File: src/hw/rtl/fbl_pkg.sv
`timescale 1ns / 1ps
`default_nettype none
// ----------------------------------------------------------------------------
// Free block list allocator package
// Shared widths, codes, state types and the result record of the allocator.
// ----------------------------------------------------------------------------
package fbl_pkg;

   localparam int CMD_W      = 2;
   localparam int WORD_W     = 16;
   localparam int KIND_W     = 3;
   localparam int STAT_W     = 3;
   localparam int CNT_W      = 6;
   localparam int DEPTH_DEF  = 32;

   typedef enum logic [CMD_W-1:0] {
      CMD_ALLOC  = 2'd0,
      CMD_FREE   = 2'd1,
      CMD_REFILL = 2'd2
   } cmd_type;

   typedef enum logic [KIND_W-1:0] {
      KIND_ALLOC_ACK  = 3'd0,
      KIND_FREE_ACK   = 3'd1,
      KIND_SPILL_HDR  = 3'd2,
      KIND_SPILL_ENT  = 3'd3,
      KIND_REFILL_ACK = 3'd4
   } kind_type;

   typedef enum logic [STAT_W-1:0] {
      STAT_OK       = 3'd0,
      STAT_EMPTY    = 3'd1,
      STAT_RESERVED = 3'd2,
      STAT_BUSY     = 3'd3,
      STAT_CLAMPED  = 3'd4
   } status_type;

   typedef enum logic [1:0] {
      PH_IDLE  = 2'd0,
      PH_COUNT = 2'd1,
      PH_ADDR  = 2'd2
   } phase_type;

   typedef enum logic [2:0] {
      S_IDLE      = 3'd0,
      S_EMIT      = 3'd1,
      S_ALLOC     = 3'd2,
      S_SPILL_HDR = 3'd3,
      S_SPILL_ENT = 3'd4
   } state_type;

   typedef struct packed {
      kind_type           kind;
      status_type         status;
      logic [WORD_W-1:0]  block_number_res;
      logic               chain_needed;
      logic [WORD_W-1:0]  word;
      logic [CNT_W-1:0]   slot_index;
      logic               last;
   } rsp_type;

   function automatic rsp_type make_rsp(
      input kind_type          kind,
      input status_type        status,
      input logic [WORD_W-1:0] blk,
      input logic              chain,
      input logic [WORD_W-1:0] word,
      input logic [CNT_W-1:0]  slot,
      input logic              last
   );
      rsp_type r;
      r.kind             = kind;
      r.status           = status;
      r.block_number_res = blk;
      r.chain_needed     = chain;
      r.word             = word;
      r.slot_index       = slot;
      r.last             = last;
      return r;
   endfunction

endpackage
`default_nettype wire

File: src/hw/rtl/fbl_req_if.sv
`timescale 1ns / 1ps
`default_nettype none
// ----------------------------------------------------------------------------
// Allocator command channel
// Valid/ready channel carrying one command beat to the allocator.
// ----------------------------------------------------------------------------
interface fbl_req_if;
   logic        valid;
   logic        ready;
   logic [1:0]  command;
   logic [15:0] block_number;
   logic [15:0] refill_word;

   modport source (output valid, output command, output block_number,
                   output refill_word, input ready);
   modport sink   (input valid, input command, input block_number,
                   input refill_word, output ready);
endinterface
`default_nettype wire

File: src/hw/rtl/fbl_rsp_if.sv
`timescale 1ns / 1ps
`default_nettype none
// ----------------------------------------------------------------------------
// Allocator result channel
// Valid/ready channel carrying one result beat from the allocator.
// ----------------------------------------------------------------------------
interface fbl_rsp_if;
   logic        valid;
   logic        ready;
   logic [2:0]  kind;
   logic [2:0]  status;
   logic [15:0] block_number_res;
   logic        chain_needed;
   logic [15:0] word;
   logic [5:0]  slot_index;
   logic        last;

   modport source (output valid, output kind, output status, output block_number_res,
                   output chain_needed, output word, output slot_index, output last,
                   input ready);
   modport sink   (input valid, input kind, input status, input block_number_res,
                   input chain_needed, input word, input slot_index, input last,
                   output ready);
endinterface
`default_nettype wire

File: src/hw/rtl/free_block_list_allocator_core.sv
`timescale 1ns / 1ps
`default_nettype none
// ----------------------------------------------------------------------------
// Free block list allocator core
// Cached stack of free block numbers with chain refill and spill on overflow.
//
// Commands arrive on req_chan (allocate, free, refill word); results leave on
// rsp_chan, one beat per command, or a header and STACK_DEPTH entry beats
// when a free finds the stack full. The last beat of a command has last set.
// The block takes one command at a time: req_chan.ready is high only while
// the sequencer is idle. A plain command passes through S_EMIT or S_ALLOC,
// which loads its result beat into the output register.
// A spill emits its header, then one entry per cycle while the receiver takes
// beats, set by the stack memory's single read port and the shared step adder.
// Results sit in an output register, so a new command can be taken while
// the previous result waits; a stalled receiver holds the sequencer before
// it loads its next beat and nothing is lost. Synchronous reset empties the
// stack, leaves refill mode and drops any pending beat; the stack memory
// itself is not cleared and needs no clearing pass.
// ----------------------------------------------------------------------------
module free_block_list_allocator_core
   import fbl_pkg::*;
#(
   parameter int STACK_DEPTH = DEPTH_DEF
) (
   input  wire        clock,
   input  wire        reset,
   fbl_req_if.sink    req_chan,
   fbl_rsp_if.source  rsp_chan
);

   localparam int AW = (STACK_DEPTH > 1) ? $clog2(STACK_DEPTH) : 1;

   state_type          state_ff, state_in;
   phase_type          phase_ff, phase_in;
   logic [CNT_W-1:0]   count_ff, count_in;
   logic [CNT_W-1:0]   total_ff, total_in;
   logic [CNT_W-1:0]   ridx_ff, ridx_in;
   logic [CNT_W-1:0]   sidx_ff, sidx_in;
   logic [WORD_W-1:0]  blk_ff, blk_in;
   rsp_type            pend_ff, pend_in;
   rsp_type            rsp_ff, rsp_in;
   logic               rsp_valid_ff, rsp_valid_in;

   logic [WORD_W-1:0]  stack_ff [STACK_DEPTH];
   logic [WORD_W-1:0]  rd_data_ff;
   logic [AW-1:0]      rd_addr;
   logic               wr_en;
   logic [AW-1:0]      wr_addr;
   logic [WORD_W-1:0]  wr_data;

   logic [CNT_W-1:0]   step_a;
   logic               step_dec;
   logic [CNT_W-1:0]   step_res;

   cmd_type            cmd;
   logic               accept;
   logic               out_free;
   logic               load_out;
   logic               spill_last;
   logic               go_emit;
   logic               go_alloc;
   logic               go_spill;
   logic [WORD_W-1:0]  n_clamped;

   assign cmd        = cmd_type'(req_chan.command);
   assign accept     = req_chan.valid && req_chan.ready;
   assign out_free   = !rsp_valid_ff || rsp_chan.ready;
   assign spill_last = (sidx_ff == CNT_W'(STACK_DEPTH - 1));
   assign n_clamped  = (req_chan.refill_word > WORD_W'(STACK_DEPTH)) ?
                       WORD_W'(STACK_DEPTH) : req_chan.refill_word;

   // Shared step unit: every count and index increment and decrement goes through this adder.
   always_comb begin
      step_a   = count_ff;
      step_dec = 1'b0;
      unique case (state_ff)
         S_IDLE: begin
            case (cmd)
               CMD_ALLOC: begin
                  step_a   = count_ff;
                  step_dec = 1'b1;
               end
               CMD_REFILL: step_a = ridx_ff;
               default:    step_a = count_ff;
            endcase
         end
         S_SPILL_ENT: step_a = sidx_ff;
         default:     step_a = count_ff;
      endcase
   end

   assign step_res = step_dec ? (step_a - CNT_W'(1)) : (step_a + CNT_W'(1));

   // Datapath and register next values.
   always_comb begin
      count_in = count_ff;
      phase_in = phase_ff;
      total_in = total_ff;
      ridx_in  = ridx_ff;
      sidx_in  = sidx_ff;
      blk_in   = blk_ff;
      pend_in  = pend_ff;
      rsp_in   = rsp_ff;
      load_out = 1'b0;
      wr_en    = 1'b0;
      wr_addr  = count_ff[AW-1:0];
      wr_data  = req_chan.block_number;
      rd_addr  = sidx_ff[AW-1:0];
      go_emit  = 1'b0;
      go_alloc = 1'b0;
      go_spill = 1'b0;

      unique case (state_ff)
         S_IDLE: begin
            rd_addr = step_res[AW-1:0];
            if (accept) begin
               case (cmd)
                  CMD_ALLOC: begin
                     if (phase_ff != PH_IDLE) begin
                        pend_in = make_rsp(KIND_ALLOC_ACK, STAT_BUSY, '0, 1'b0, '0, '0, 1'b1);
                        go_emit = 1'b1;
                     end else if (count_ff == '0 || count_ff > CNT_W'(STACK_DEPTH)) begin
                        pend_in = make_rsp(KIND_ALLOC_ACK, STAT_EMPTY, '0, 1'b0, '0, '0, 1'b1);
                        go_emit = 1'b1;
                     end else begin
                        count_in = step_res;
                        if (step_res == '0) begin
                           phase_in = PH_COUNT;
                           total_in = '0;
                           ridx_in  = '0;
                        end
                        go_alloc = 1'b1;
                     end
                  end
                  CMD_FREE: begin
                     if (phase_ff != PH_IDLE) begin
                        pend_in = make_rsp(KIND_FREE_ACK, STAT_BUSY, req_chan.block_number,
                                           1'b0, '0, '0, 1'b1);
                        go_emit = 1'b1;
                     end else if (req_chan.block_number <= WORD_W'(1)) begin
                        pend_in = make_rsp(KIND_FREE_ACK, STAT_RESERVED, req_chan.block_number,
                                           1'b0, '0, '0, 1'b1);
                        go_emit = 1'b1;
                     end else if (count_ff < CNT_W'(STACK_DEPTH)) begin
                        wr_en    = 1'b1;
                        wr_addr  = count_ff[AW-1:0];
                        wr_data  = req_chan.block_number;
                        count_in = step_res;
                        pend_in  = make_rsp(KIND_FREE_ACK, STAT_OK, req_chan.block_number,
                                            1'b0, '0, '0, 1'b1);
                        go_emit  = 1'b1;
                     end else begin
                        blk_in   = req_chan.block_number;
                        sidx_in  = '0;
                        go_spill = 1'b1;
                     end
                  end
                  CMD_REFILL: begin
                     go_emit = 1'b1;
                     if (phase_ff == PH_COUNT) begin
                        total_in = n_clamped[CNT_W-1:0];
                        ridx_in  = '0;
                        count_in = '0;
                        phase_in = (n_clamped == '0) ? PH_IDLE : PH_ADDR;
                        pend_in  = make_rsp(KIND_REFILL_ACK,
                                            (req_chan.refill_word > WORD_W'(STACK_DEPTH)) ?
                                            STAT_CLAMPED : STAT_OK,
                                            '0, 1'b0, req_chan.refill_word, '0, 1'b1);
                     end else if (phase_ff == PH_ADDR && ridx_ff < total_ff &&
                                  ridx_ff < CNT_W'(STACK_DEPTH)) begin
                        wr_en    = 1'b1;
                        wr_addr  = ridx_ff[AW-1:0];
                        wr_data  = req_chan.refill_word;
                        ridx_in  = step_res;
                        count_in = step_res;
                        if (step_res >= total_ff) begin
                           phase_in = PH_IDLE;
                        end
                        pend_in  = make_rsp(KIND_REFILL_ACK, STAT_OK, '0, 1'b0,
                                            req_chan.refill_word, ridx_ff, 1'b1);
                     end else begin
                        phase_in = PH_IDLE;
                        pend_in  = make_rsp(KIND_REFILL_ACK, STAT_BUSY, '0, 1'b0, '0, '0, 1'b1);
                     end
                  end
                  default: begin
                  end
               endcase
            end
         end
         S_EMIT: begin
            if (out_free) begin
               rsp_in   = pend_ff;
               load_out = 1'b1;
            end
         end
         S_ALLOC: begin
            rd_addr = count_ff[AW-1:0];
            if (out_free) begin
               rsp_in   = make_rsp(KIND_ALLOC_ACK, STAT_OK, rd_data_ff, (count_ff == '0),
                                   '0, '0, 1'b1);
               load_out = 1'b1;
            end
         end
         S_SPILL_HDR: begin
            if (out_free) begin
               rsp_in   = make_rsp(KIND_SPILL_HDR, STAT_OK, blk_ff, 1'b0,
                                   WORD_W'(STACK_DEPTH), '0, 1'b0);
               load_out = 1'b1;
            end
         end
         S_SPILL_ENT: begin
            if (out_free) begin
               rsp_in   = make_rsp(KIND_SPILL_ENT, STAT_OK, blk_ff, 1'b0, rd_data_ff,
                                   sidx_ff, spill_last);
               load_out = 1'b1;
               sidx_in  = step_res;
               if (spill_last) begin
                  wr_en    = 1'b1;
                  wr_addr  = '0;
                  wr_data  = blk_ff;
                  count_in = CNT_W'(1);
               end else begin
                  rd_addr = step_res[AW-1:0];
               end
            end
         end
         default: begin
         end
      endcase
   end

   // Sequencer next state.
   always_comb begin
      state_in = state_ff;
      unique case (state_ff)
         S_IDLE: begin
            priority if (go_alloc) begin
               state_in = S_ALLOC;
            end else if (go_spill) begin
               state_in = S_SPILL_HDR;
            end else if (go_emit) begin
               state_in = S_EMIT;
            end
         end
         S_EMIT, S_ALLOC: begin
            if (load_out) begin
               state_in = S_IDLE;
            end
         end
         S_SPILL_HDR: begin
            if (load_out) begin
               state_in = S_SPILL_ENT;
            end
         end
         S_SPILL_ENT: begin
            if (load_out && spill_last) begin
               state_in = S_IDLE;
            end
         end
         default: state_in = S_IDLE;
      endcase
   end

   // Port outputs.
   always_comb begin
      req_chan.ready            = (state_ff == S_IDLE);
      rsp_chan.valid            = rsp_valid_ff;
      rsp_chan.kind             = rsp_ff.kind;
      rsp_chan.status           = rsp_ff.status;
      rsp_chan.block_number_res = rsp_ff.block_number_res;
      rsp_chan.chain_needed     = rsp_ff.chain_needed;
      rsp_chan.word             = rsp_ff.word;
      rsp_chan.slot_index       = rsp_ff.slot_index;
      rsp_chan.last             = rsp_ff.last;
   end

   assign rsp_valid_in = load_out || (rsp_valid_ff && !rsp_chan.ready);

   always_ff @(posedge clock) begin
      if (reset) begin
         state_ff     <= S_IDLE;
         phase_ff     <= PH_IDLE;
         count_ff     <= '0;
         total_ff     <= '0;
         ridx_ff      <= '0;
         rsp_valid_ff <= 1'b0;
      end else begin
         state_ff     <= state_in;
         phase_ff     <= phase_in;
         count_ff     <= count_in;
         total_ff     <= total_in;
         ridx_ff      <= ridx_in;
         rsp_valid_ff <= rsp_valid_in;
      end
   end

   always_ff @(posedge clock) begin
      sidx_ff <= sidx_in;
      blk_ff  <= blk_in;
      pend_ff <= pend_in;
      rsp_ff  <= rsp_in;
   end

   // Stack memory: one write port, one registered read port.
   always_ff @(posedge clock) begin
      if (wr_en) begin
         stack_ff[wr_addr] <= wr_data;
      end
      rd_data_ff <= stack_ff[rd_addr];
   end

   a_count_bound: assert property (@(posedge clock) disable iff (reset)
      count_ff <= CNT_W'(STACK_DEPTH))
      else $error("Stack count exceeds the stack depth.");

   a_refill_tracks_count: assert property (@(posedge clock) disable iff (reset)
      phase_ff != PH_IDLE |-> count_ff == ridx_ff)
      else $error("Refill index and stack count have diverged.");

   a_spill_leaves_one: assert property (@(posedge clock) disable iff (reset)
      (state_ff == S_SPILL_ENT && load_out && spill_last) |=> count_ff == CNT_W'(1))
      else $error("A spill did not leave the freed block as the only entry.");

endmodule
`default_nettype wire
File: src/flat_wrapper.sv
// flat-port wrapper written by rule: the top's interface ports become plain ports
module free_block_list_allocator_core_flat import fbl_pkg::*;
#(
   parameter int STACK_DEPTH = DEPTH_DEF
)
  (clock, reset, req_chan_valid, req_chan_command, req_chan_block_number, req_chan_refill_word, req_chan_ready, rsp_chan_valid, rsp_chan_kind, rsp_chan_status, rsp_chan_block_number_res, rsp_chan_chain_needed, rsp_chan_word, rsp_chan_slot_index, rsp_chan_last, rsp_chan_ready);
  fbl_req_if req_chan_i ();
  fbl_rsp_if rsp_chan_i ();
  input  wire clock;
  input  wire reset;
  input wire logic [$bits(req_chan_i.valid)-1:0] req_chan_valid;
  input wire logic [$bits(req_chan_i.command)-1:0] req_chan_command;
  input wire logic [$bits(req_chan_i.block_number)-1:0] req_chan_block_number;
  input wire logic [$bits(req_chan_i.refill_word)-1:0] req_chan_refill_word;
  output wire logic [$bits(req_chan_i.ready)-1:0] req_chan_ready;
  output wire logic [$bits(rsp_chan_i.valid)-1:0] rsp_chan_valid;
  output wire logic [$bits(rsp_chan_i.kind)-1:0] rsp_chan_kind;
  output wire logic [$bits(rsp_chan_i.status)-1:0] rsp_chan_status;
  output wire logic [$bits(rsp_chan_i.block_number_res)-1:0] rsp_chan_block_number_res;
  output wire logic [$bits(rsp_chan_i.chain_needed)-1:0] rsp_chan_chain_needed;
  output wire logic [$bits(rsp_chan_i.word)-1:0] rsp_chan_word;
  output wire logic [$bits(rsp_chan_i.slot_index)-1:0] rsp_chan_slot_index;
  output wire logic [$bits(rsp_chan_i.last)-1:0] rsp_chan_last;
  input wire logic [$bits(rsp_chan_i.ready)-1:0] rsp_chan_ready;
  assign req_chan_i.valid = req_chan_valid;
  assign req_chan_i.command = req_chan_command;
  assign req_chan_i.block_number = req_chan_block_number;
  assign req_chan_i.refill_word = req_chan_refill_word;
  assign req_chan_ready = req_chan_i.ready;
  assign rsp_chan_valid = rsp_chan_i.valid;
  assign rsp_chan_kind = rsp_chan_i.kind;
  assign rsp_chan_status = rsp_chan_i.status;
  assign rsp_chan_block_number_res = rsp_chan_i.block_number_res;
  assign rsp_chan_chain_needed = rsp_chan_i.chain_needed;
  assign rsp_chan_word = rsp_chan_i.word;
  assign rsp_chan_slot_index = rsp_chan_i.slot_index;
  assign rsp_chan_last = rsp_chan_i.last;
  assign rsp_chan_i.ready = rsp_chan_ready;
  free_block_list_allocator_core #(.STACK_DEPTH(STACK_DEPTH)) u_core (.clock(clock), .reset(reset), .req_chan(req_chan_i), .rsp_chan(rsp_chan_i));
endmodule
File: config.mk
export PLATFORM = sky130hd
export DESIGN_NAME = free_block_list_allocator_core_flat
export DESIGN_NICKNAME = d
export VERILOG_FILES = /design/src/hw/rtl/fbl_pkg.sv /design/src/hw/rtl/fbl_req_if.sv /design/src/hw/rtl/fbl_rsp_if.sv /design/src/hw/rtl/free_block_list_allocator_core.sv /design/src/flat_wrapper.sv
export SDC_FILE = /design/constraint.sdc
export NUM_CORES = 1
export LEC_CHECK = 0
export BUFFER_PORTS_ARGS = -buffer_cell sky130_fd_sc_hd__buf_4
export CAP_MARGIN = 20
export CORE_ASPECT_RATIO = 2
export CORE_MARGIN = 2
export CORE_UTILIZATION = 23
export CTS_BUF_LIST = sky130_fd_sc_hd__clkbuf_4 sky130_fd_sc_hd__clkbuf_8
export CTS_CLUSTER_SIZE = 40
export DETAILED_ROUTE_END_ITERATION = 12
export MAX_ROUTING_LAYER = met4
export PLACE_DENSITY_LB_ADDON = 0.1
export SYNTH_ARGS = -nofsm -noshare
export SYNTH_HDL_FRONTEND = slang
export SYNTH_SLANG_ARGS = --single-unit
File: constraint.sdc
create_clock -name clock -period 6.8 [get_ports clock]
set_input_delay 0 -clock clock [delete_from_list [all_inputs] [get_ports clock]]
set_output_delay 0 -clock clock [all_outputs]
set_load 0.1 [all_outputs]
==> impl_results.md, run 1 <==
* Layout cells sized above 1 at 0.170
* TNS Setup at 0 ns
* Hold Slack at 0.112 ns
* Global-route wire length before repair at 142 mm
* Power per cell area at 425 mW/mm²
* LEAKAGE at 0.0114 µW
* Final setup fails at 0
* Final period util at 0.794
* Mux share of post-synthesis cell area at 0.0166
* Worst skew pair latency at 0.77 ns
* Register Area at 0.0195 mm²
* Synth Area in Compound Gates at 0.141
* Area of the multi-input gates at 0.00840 mm²
* Initial core utilization at 0.231
* CTS tree: built
* CTS H-tree depth at 3
* Final hold viol count at 0
* Adder-Cell Fraction of Synth Area at 0.00996
* Fraction of the mapped netlist area in simple logic gates at 0.117
* Largest net degree at the start of global routing at 98
* Die W at 252 µm
* Post-synth EDFFs at 623
* Synth Area in XOR/XNOR at 0.000925
* R2R Setup Slk at 1.40 ns
* DRC Markers at 0
* Cells resized by post-CTS repair at 0
* GRT Total Usage at 0.160
* GP Congestion at 0.817
* Ranking of synthesized cells by area: edfxtp_1 66%, nand2_1 5.3%, dfxtp_1 2.8%
* Initial antenna violation count at 1
* Clock Skews at 0.0252 ns
* Total Die Area at 0.126 mm²
* Routed WL at 99.3 mm
* Vias in the first global route at 19900
* Worst EP required at 7.51 ns
* Clk sinks at 663
* Yosys warnings at 0
* Vias at 19300
* P&R area growth vs syn at 19.5%
* Crit end category: flop
* Post-detailed-route count of antenna-violating nets at 0
* Hpwl dp at 66.8 mm
* Mapped Cells at 2224
* Post-Syn Area at 0.0284 mm²
* Library cells used by synthesis at 70
* GRT Residual Overflow at 0
* IO Pins at 86
* Vias per cell at 4.77
* Placed Instances at 3792
* Slowest stage delay, CP at 0.65 ns
* Syn nets at 2284
* Critical-path cell list: or3b_1 -> buf_4 -> o22ai_1 -> a21oi_1 -> fa_1 -> xnor2_1 -> nand3_1 -> or4b_1 -> o21ai_2 -> nand3_1 -> dlygate4sd3_1 -> o21ai_1 -> dlygate4sd3_1
* Num CTS Buffers at 98
* Arrival time worst endpoint at 6.11 ns
* Max-slew headroom at 0.296
* F_max at 185 MHz
* Yosys reg bits at 663
* DIE HEIGHT at 501 µm
* Synth top cells by count: 623 x edfxtp_1, 398 x nand2_1, 136 x nand3_1
* WL per Instance at 24.6 µm
* Worst Path Buf+Inv at 3
* PortBufs at 85
* Avg Cell Area, Syn at 12.8 µm²
* DR iter-0 viols at 1068
* CP top delay family: buffers and inverters
* CTS root buffer: clkbuf_8
* Cell Rows at 182
* Final net count at 2453
* Drt first pass iters at 5
* Fin crit period at 5.40 ns
* Max Cap Viol at 0
* Crit path launch type: flop
* Final Max Slew Viols at 0
* CP max FO at 42
* Fill cell count at 12500
* Status: complete, no violations
* Dominant synthesized flop cell: edfxtp_1
* CTS Buffer Depth at 3
* Peak supply drop at 263 µV
* Synth area leader: edfxtp_1
* Crit-path slowest cell: xnor2_1
* Main combinational cell family by area after synthesis: compound AO/OA/AOI/OAI gates
* Slew @ Worst Pin at 1.05 ns
* Post-synth ARST share at 0
* Non-filler cells, final at 4038
* Clk slew on worst S/H paths at 0.07 ns
* Top-area cell type share of the netlist area at 0.659
* Post-layout util at 0.276
* RSZ-0062 raised after global routing: false
* CP Class: reg -> reg
* HP Class: in -> reg
* Part of the Yosys area used for sequential elements at 0.687
* Core ar. at 0.123 mm²
* Top-count cell post-synth: edfxtp_1
* Total power at 14400 µW
[per-stage QoR]
stage / cell area (µm²) / setup WS, ns
after floorplan: 28400 / 1.76
after global placement: 31300 / 1.70
after detailed placement: 31300 / 1.68
after CTS: 33900 / 1.45
after global routing: 33900 / 1.23
final: 33900 / 1.40
[path summary, 6_finish.rpt]
| kind | cells past startpoint | start | end |
|---|---|---|---|
| hold reg to reg | 2 | u_core.total_ff[4] | u_core.total_ff[4] |
| hold / removal | 3 | req_chan_refill_word[7] | u_core.pend_ff[14] |
| setup / recovery | 13 | u_core.state_ff[2] | u_core.total_ff[0] |
| setup reg to reg | 13 | u_core.state_ff[2] | u_core.total_ff[0] |
[sequential cells by signal, summed over array words and instances (netlist names)]
register / cells
u_core.stack_ff: 512
u_core.pend_ff: 43
u_core.blk_ff: 16
u_core.rd_data_ff: 16
u_core.rsp_chan.block_number_res: 16
u_core.rsp_chan.word: 16
u_core.count_ff: 6
u_core.ridx_ff: 6
u_core.rsp_chan.slot_index: 6
u_core.sidx_ff: 6
u_core.total_ff: 6
u_core.rsp_chan.kind: 3
u_core.rsp_chan.status: 3
u_core.state_ff: 3
u_core.phase_ff: 2
u_core.rsp_chan.chain_needed: 1
u_core.rsp_chan.last: 1
u_core.rsp_chan.valid: 1
[layout by cell type (no fill, tap or decap), types with 32 or more instances in the layout]
| cell | synthesis | layout |
|---|---|---|
| a21boi_0 | 64 | 64 |
| a21oi_1 | 92 | 91 |
| a221oi_1 | 54 | 48 |
| a22o_1 | 32 | 32 |
| a31o_2 | 33 | 33 |
| a31oi_1 | 66 | 66 |
| a32oi_1 | 32 | 32 |
| buf_4 | 0 | 166 |
| clkbuf_4 | 0 | 44 |
| clkbuf_8 | 0 | 109 |
| dfxtp_1 | 40 | 38 |
| dlygate4sd3_1 | 0 | 64 |
| edfxtp_1 | 623 | 623 |
| mux2i_1 | 46 | 46 |
| nand2_1 | 398 | 397 |
| nand3_1 | 136 | 135 |
| nor2_1 | 99 | 89 |
[per-layer routing]
layer | global-route usage | share of wire
met5 | - | 0
met4 | 0.0614 | 0.035
met3 | 0.0223 | 0.030
met2 | 0.317 | 0.58
met1 | 0.153 | 0.35
[power breakdown]
| group | internal [µW] | switching [µW] | leakage, µW |
|---|---|---|---|
| combinational | 1800 | 4240 | 0.00440 |
| clock | 1710 | 1630 | 0.00106 |
| sequential | 4840 | 185 | 0.00597 |
| total | 8350 | 6060 | 0.0114 |
[worst min-delay path, delay by kind of cell]
| family | cells | cell delay [ns] |
|---|---|---|
| buf+inv | 2 | 0.66 |
| simple gates | 1 | 0.11 |
[cell families (layout without fill, tap and decap cells)]
group,Yosys count,in the layout
flops,663,663
simple gates,755,755
other cells,1,2
fa+ha+maj,22,22
xor+xnor,3,3
mux,47,47
compound gates,544,544
buf+inv,189,438
[area by class of cell]
type                            instances  area share
Clock buffer                          153      0.0539
Inverter                               21     0.00232
Tap cell                             1564      0.0577
Antenna cell                            1   0.0000737
Clock inverter                         27     0.00398
Timing Repair Buffer                  237      0.0596
Multi-Input combinational cell       1372       0.247
Sequential cell                       663       0.575
[what timing repair did]
item / CTS / global route
endpoints found under the hold margin: 521 / 0
setup buffers: 0 / 0
hold buffers: 64 / 0
endpoints found under the setup margin: 0 / 0
Note: power is estimated with default switching activity, not from simulation.
==> run 2, diff against run 1 <==
--- a/config.mk
+++ b/config.mk
@@ -5,6 +5,7 @@
 export SDC_FILE = /design/constraint.sdc
 export NUM_CORES = 1
 export LEC_CHECK = 0
+export ABC_AREA = 1
 export BUFFER_PORTS_ARGS = -buffer_cell sky130_fd_sc_hd__buf_4
 export CAP_MARGIN = 20
 export CORE_ASPECT_RATIO = 2
==> constraint.sdc (replaced) <==
create_clock -name clock -period 5.2 [get_ports clock]
set_input_delay 0 -clock clock [delete_from_list [all_inputs] [get_ports clock]]
set_output_delay 0 -clock clock [all_outputs]
set_load 0.1 [all_outputs]
==> impl_results.md, run 2 <==
* Status: complete, no violations
* DIE HEIGHT at 515 µm (+2.9%)
* DR iter-0 viols at 1430 (+34%)
* Final hold viol count at 0 (unchanged)
* Cells resized by post-CTS repair at 0 (unchanged)
* GRT Residual Overflow at 0 (unchanged)
* Final period util at 0.883 (+0.0893)
* CP Class: reg -> reg
* Synth area leader: edfxtp_1
* Fin crit period at 4.59 ns (-0.805 ns)
* Post-synth EDFFs at 623 (unchanged)
* Initial antenna violation count at 1 (unchanged)
* Initial core utilization at 0.232 (about the same)
* Crit end category: flop
* Library cells used by synthesis at 41 (-41%)
* Yosys reg bits at 663 (unchanged)
* IO Pins at 86 (unchanged)
* F_max at 218 MHz (+18%)
* Yosys warnings at 0 (unchanged)
* GP Congestion at 0.855 (+4.7%)
* Arrival time worst endpoint at 5.28 ns (-0.83 ns)
* Hold buffers post-CTS at 58 (-9.4%)
* CTS tree: built
* Drt first pass iters at 7 (+2)
* Slew @ Worst Pin at 1.09 ns (+0.0341 ns)
* Crit path launch type: flop
* Vias per cell at 4.57 (-4.3%)
* Largest reg by FF count: u_core.stack_ff
* CTS H-tree depth at 3 (unchanged)
* Post-DP Area at 0.0330 mm² (+5.5%)
* Final Max Slew Viols at 0 (unchanged)
* P&R area growth vs syn at 18.1%
* Critical-path cell list: inv_1 -> nand2_2 -> nor2_2 -> nand2_1 -> a31oi_1 -> ha_1 -> xnor2_1 -> inv_1 -> nand2_1 -> o211ai_1 -> a21oi_4 -> buf_4 -> nand3_1 -> nand3_1 -> nand2_1 -> nand2_1 -> nand2_1
* Setup Buffers After CTS at 0 (unchanged)
* Hold path depth at 4 (+1)
* HP Class: in -> reg
* Num CTS Buffers at 99 (+1.0%)
* Crit path top cell by count: nand2_1
* Commonest non-fill, non-tap cell in the layout: nand2_1
* Layout cells sized above 1 at 0.118 (-0.0522)
* CTS Buffer Depth at 3 (unchanged)
* Vias in the first global route at 23400 (+17%)
* Register Area at 0.0195 mm² (about the same)
* Largest net degree at the start of global routing at 105 (+7.1%)
* Global-route wire length before repair at 175 mm (+23%)
* Synth top cells by count: 775 x nand2_1, 637 x nand3_1, 623 x edfxtp_1
* Vias at 22600 (+17%)
* CTS root buffer: clkbuf_8
* Largest registers: u_core.stack_ff x512, u_core.pend_ff x43
* Worst EP required at 5.89 ns (-1.62 ns)
* Dominant synthesized flop cell: edfxtp_1
* Slowest stage delay, CP at 0.69 ns (+0.04 ns)
* Hold Path End: u_core.pend_ff[20]
* Part of the Yosys area used for sequential elements at 0.649 (-0.0383)
* Final net count at 3228 (+32%)
* Hpwl dp at 82.3 mm (+23%)
* Max Cap Viol at 0 (unchanged)
* Largest register FFs at 512 (unchanged)
* Crit-path slowest cell: buf_4
* CP max FO at 64 (+52%)
* Total Die Area at 0.134 mm² (+5.8%)
* FF-to-FF End: u_core.rd_data_ff[6]
* Cell Rows at 187 (+2.7%)
* GRT Total Usage at 0.189 (+0.0293)
* Clk sinks at 663 (unchanged)
* Worst hold path startpoint: req_chan_refill_word[13]
* CP top delay family: simple AND/OR/NAND/NOR gates
* Fill cell count at 13700 (+9.7%)
* Area of the multi-input gates at 0.00852 mm² (+1.5%)
* TNS Setup at 0 ns (unchanged)
* Reg2reg path depth at 17 (+4)
* Worst Path Buf+Inv at 3 (unchanged)
* RSZ-0062 raised after global routing: false
* Post-Syn Area at 0.0301 mm² (+5.9%)
* Clock Skews at 0.0377 ns (+0.0125 ns)
* PortBufs at 85 (unchanged)
* Post-synth ARST share at 0 (unchanged)
* Mapped Cells at 3002 (+35%)
* Clk slew on worst S/H paths at 0.07 ns (about the same)
* Post-detailed-route count of antenna-violating nets at 0 (unchanged)
* Top-count cell post-synth: nand2_1
* Core ar. at 0.130 mm² (+5.8%)
* Final setup fails at 0 (unchanged)
* R2R Setup Slk at 0.61 ns (-0.79 ns)
* Die W at 260 µm (+2.9%)
* Avg Cell Area, Syn at 10.0 µm² (-22%)
* Max-slew headroom at 0.276 (-0.0201)
* Final instance area at 0.0355 mm² (+4.7%)
* WL per Instance at 24.9 µm (+1.3%)
* DRC Markers at 0 (unchanged)
* Worst skew pair latency at 0.81 ns (+0.04 ns)
* Ranking of synthesized cells by area: edfxtp_1 62%, nand3_1 11%, nand2_1 9.7%
* Worst reg2reg path startpoint: u_core.state_ff[0]
* Syn nets at 3062 (+34%)
* Top-area cell type share of the netlist area at 0.622 (-0.0367)
* Routed WL at 123 mm (+24%)
* Most frequent cells in the layout: 774 x nand2_1, 632 x nand3_1, 623 x edfxtp_1, 329 x inv_1, 166 x buf_4
==> run 2: cell types whose count changed after synthesis, sizes merged, moves of 59 or more <==
cell / change
nand3: +503
nand2: +382
inv: +318
buf: +81
clkbuf: -73
a21boi: -63
a31oi: -59
==> run 2: per-stage QoR <==
step                setup WS [ns]  utilization  hold WS (ns)  instances
floorplan                    1.15            -        0.0691       3002
global placement            0.685        0.254         0.207       4706
detailed placement          0.592        0.254         0.204       4710
CTS                         0.530        0.274       0.00653       4949
global route                0.369        0.274        0.0751       4950
finish                      0.609        0.274        0.0858       4951
==> run 2: final cells by class <==
type	count	share of cell area
Sequential cell	663	0.549
Multi-Input combinational cell	1824	0.240
Timing Repair Buffer	241	0.0610
Tap cell	1701	0.0599
Clock buffer	133	0.0464
Inverter	339	0.0359
Clock inverter	48	0.00778
Antenna cell	2	0.000141
==> run 2: worst max-delay path by stage <==
stage	depth (start not counted)	start	slack (ns)	end
after floorplan	18	u_core.state_ff[1]	1.15	u_core.phase_ff[1]
after global placement	19	u_core.state_ff[0]	0.69	u_core.rd_data_ff[6]
after detailed placement	17	u_core.state_ff[0]	0.59	u_core.rd_data_ff[6]
after CTS	17	u_core.state_ff[0]	0.53	u_core.rd_data_ff[2]
after global routing	17	u_core.state_ff[0]	0.37	u_core.rd_data_ff[6]
final	17	u_core.state_ff[0]	0.61	u_core.rd_data_ff[6]
==> run 2: logic make-up after synthesis <==
kind of cell	synth area share
AND/OR/NAND/NOR	0.233
flip-flops	0.649
AO/OA/AOI/OAI	0.0361
other	0.000125
adder cells (fa/ha/maj)	0.00940
buffers and inverters	0.0717
XOR/XNOR	0.00141
==> run 2: tightest hold or removal path: cells and delay by family <==
kind                   cells  cell delay [ns]
buffers and inverters      3             0.69
and+or+nand+nor            1             0.08
==> run 2: layer usage <==
| layer | vias up | track usage | part of all wire |
|---|---|---|---|
| li1 | 10500 | - | - |
| met1 | 11400 | 0.175 | 0.34 |
| met2 | 561 | 0.370 | 0.57 |
| met3 | 194 | 0.0231 | 0.032 |
| met4 | 0 | 0.103 | 0.059 |
| met5 | - | - | 0 |
Power of run 2 is left out: the tool's default activity adds up to more than one toggle a clock period on the data nets, which glitch-free logic cannot reach.
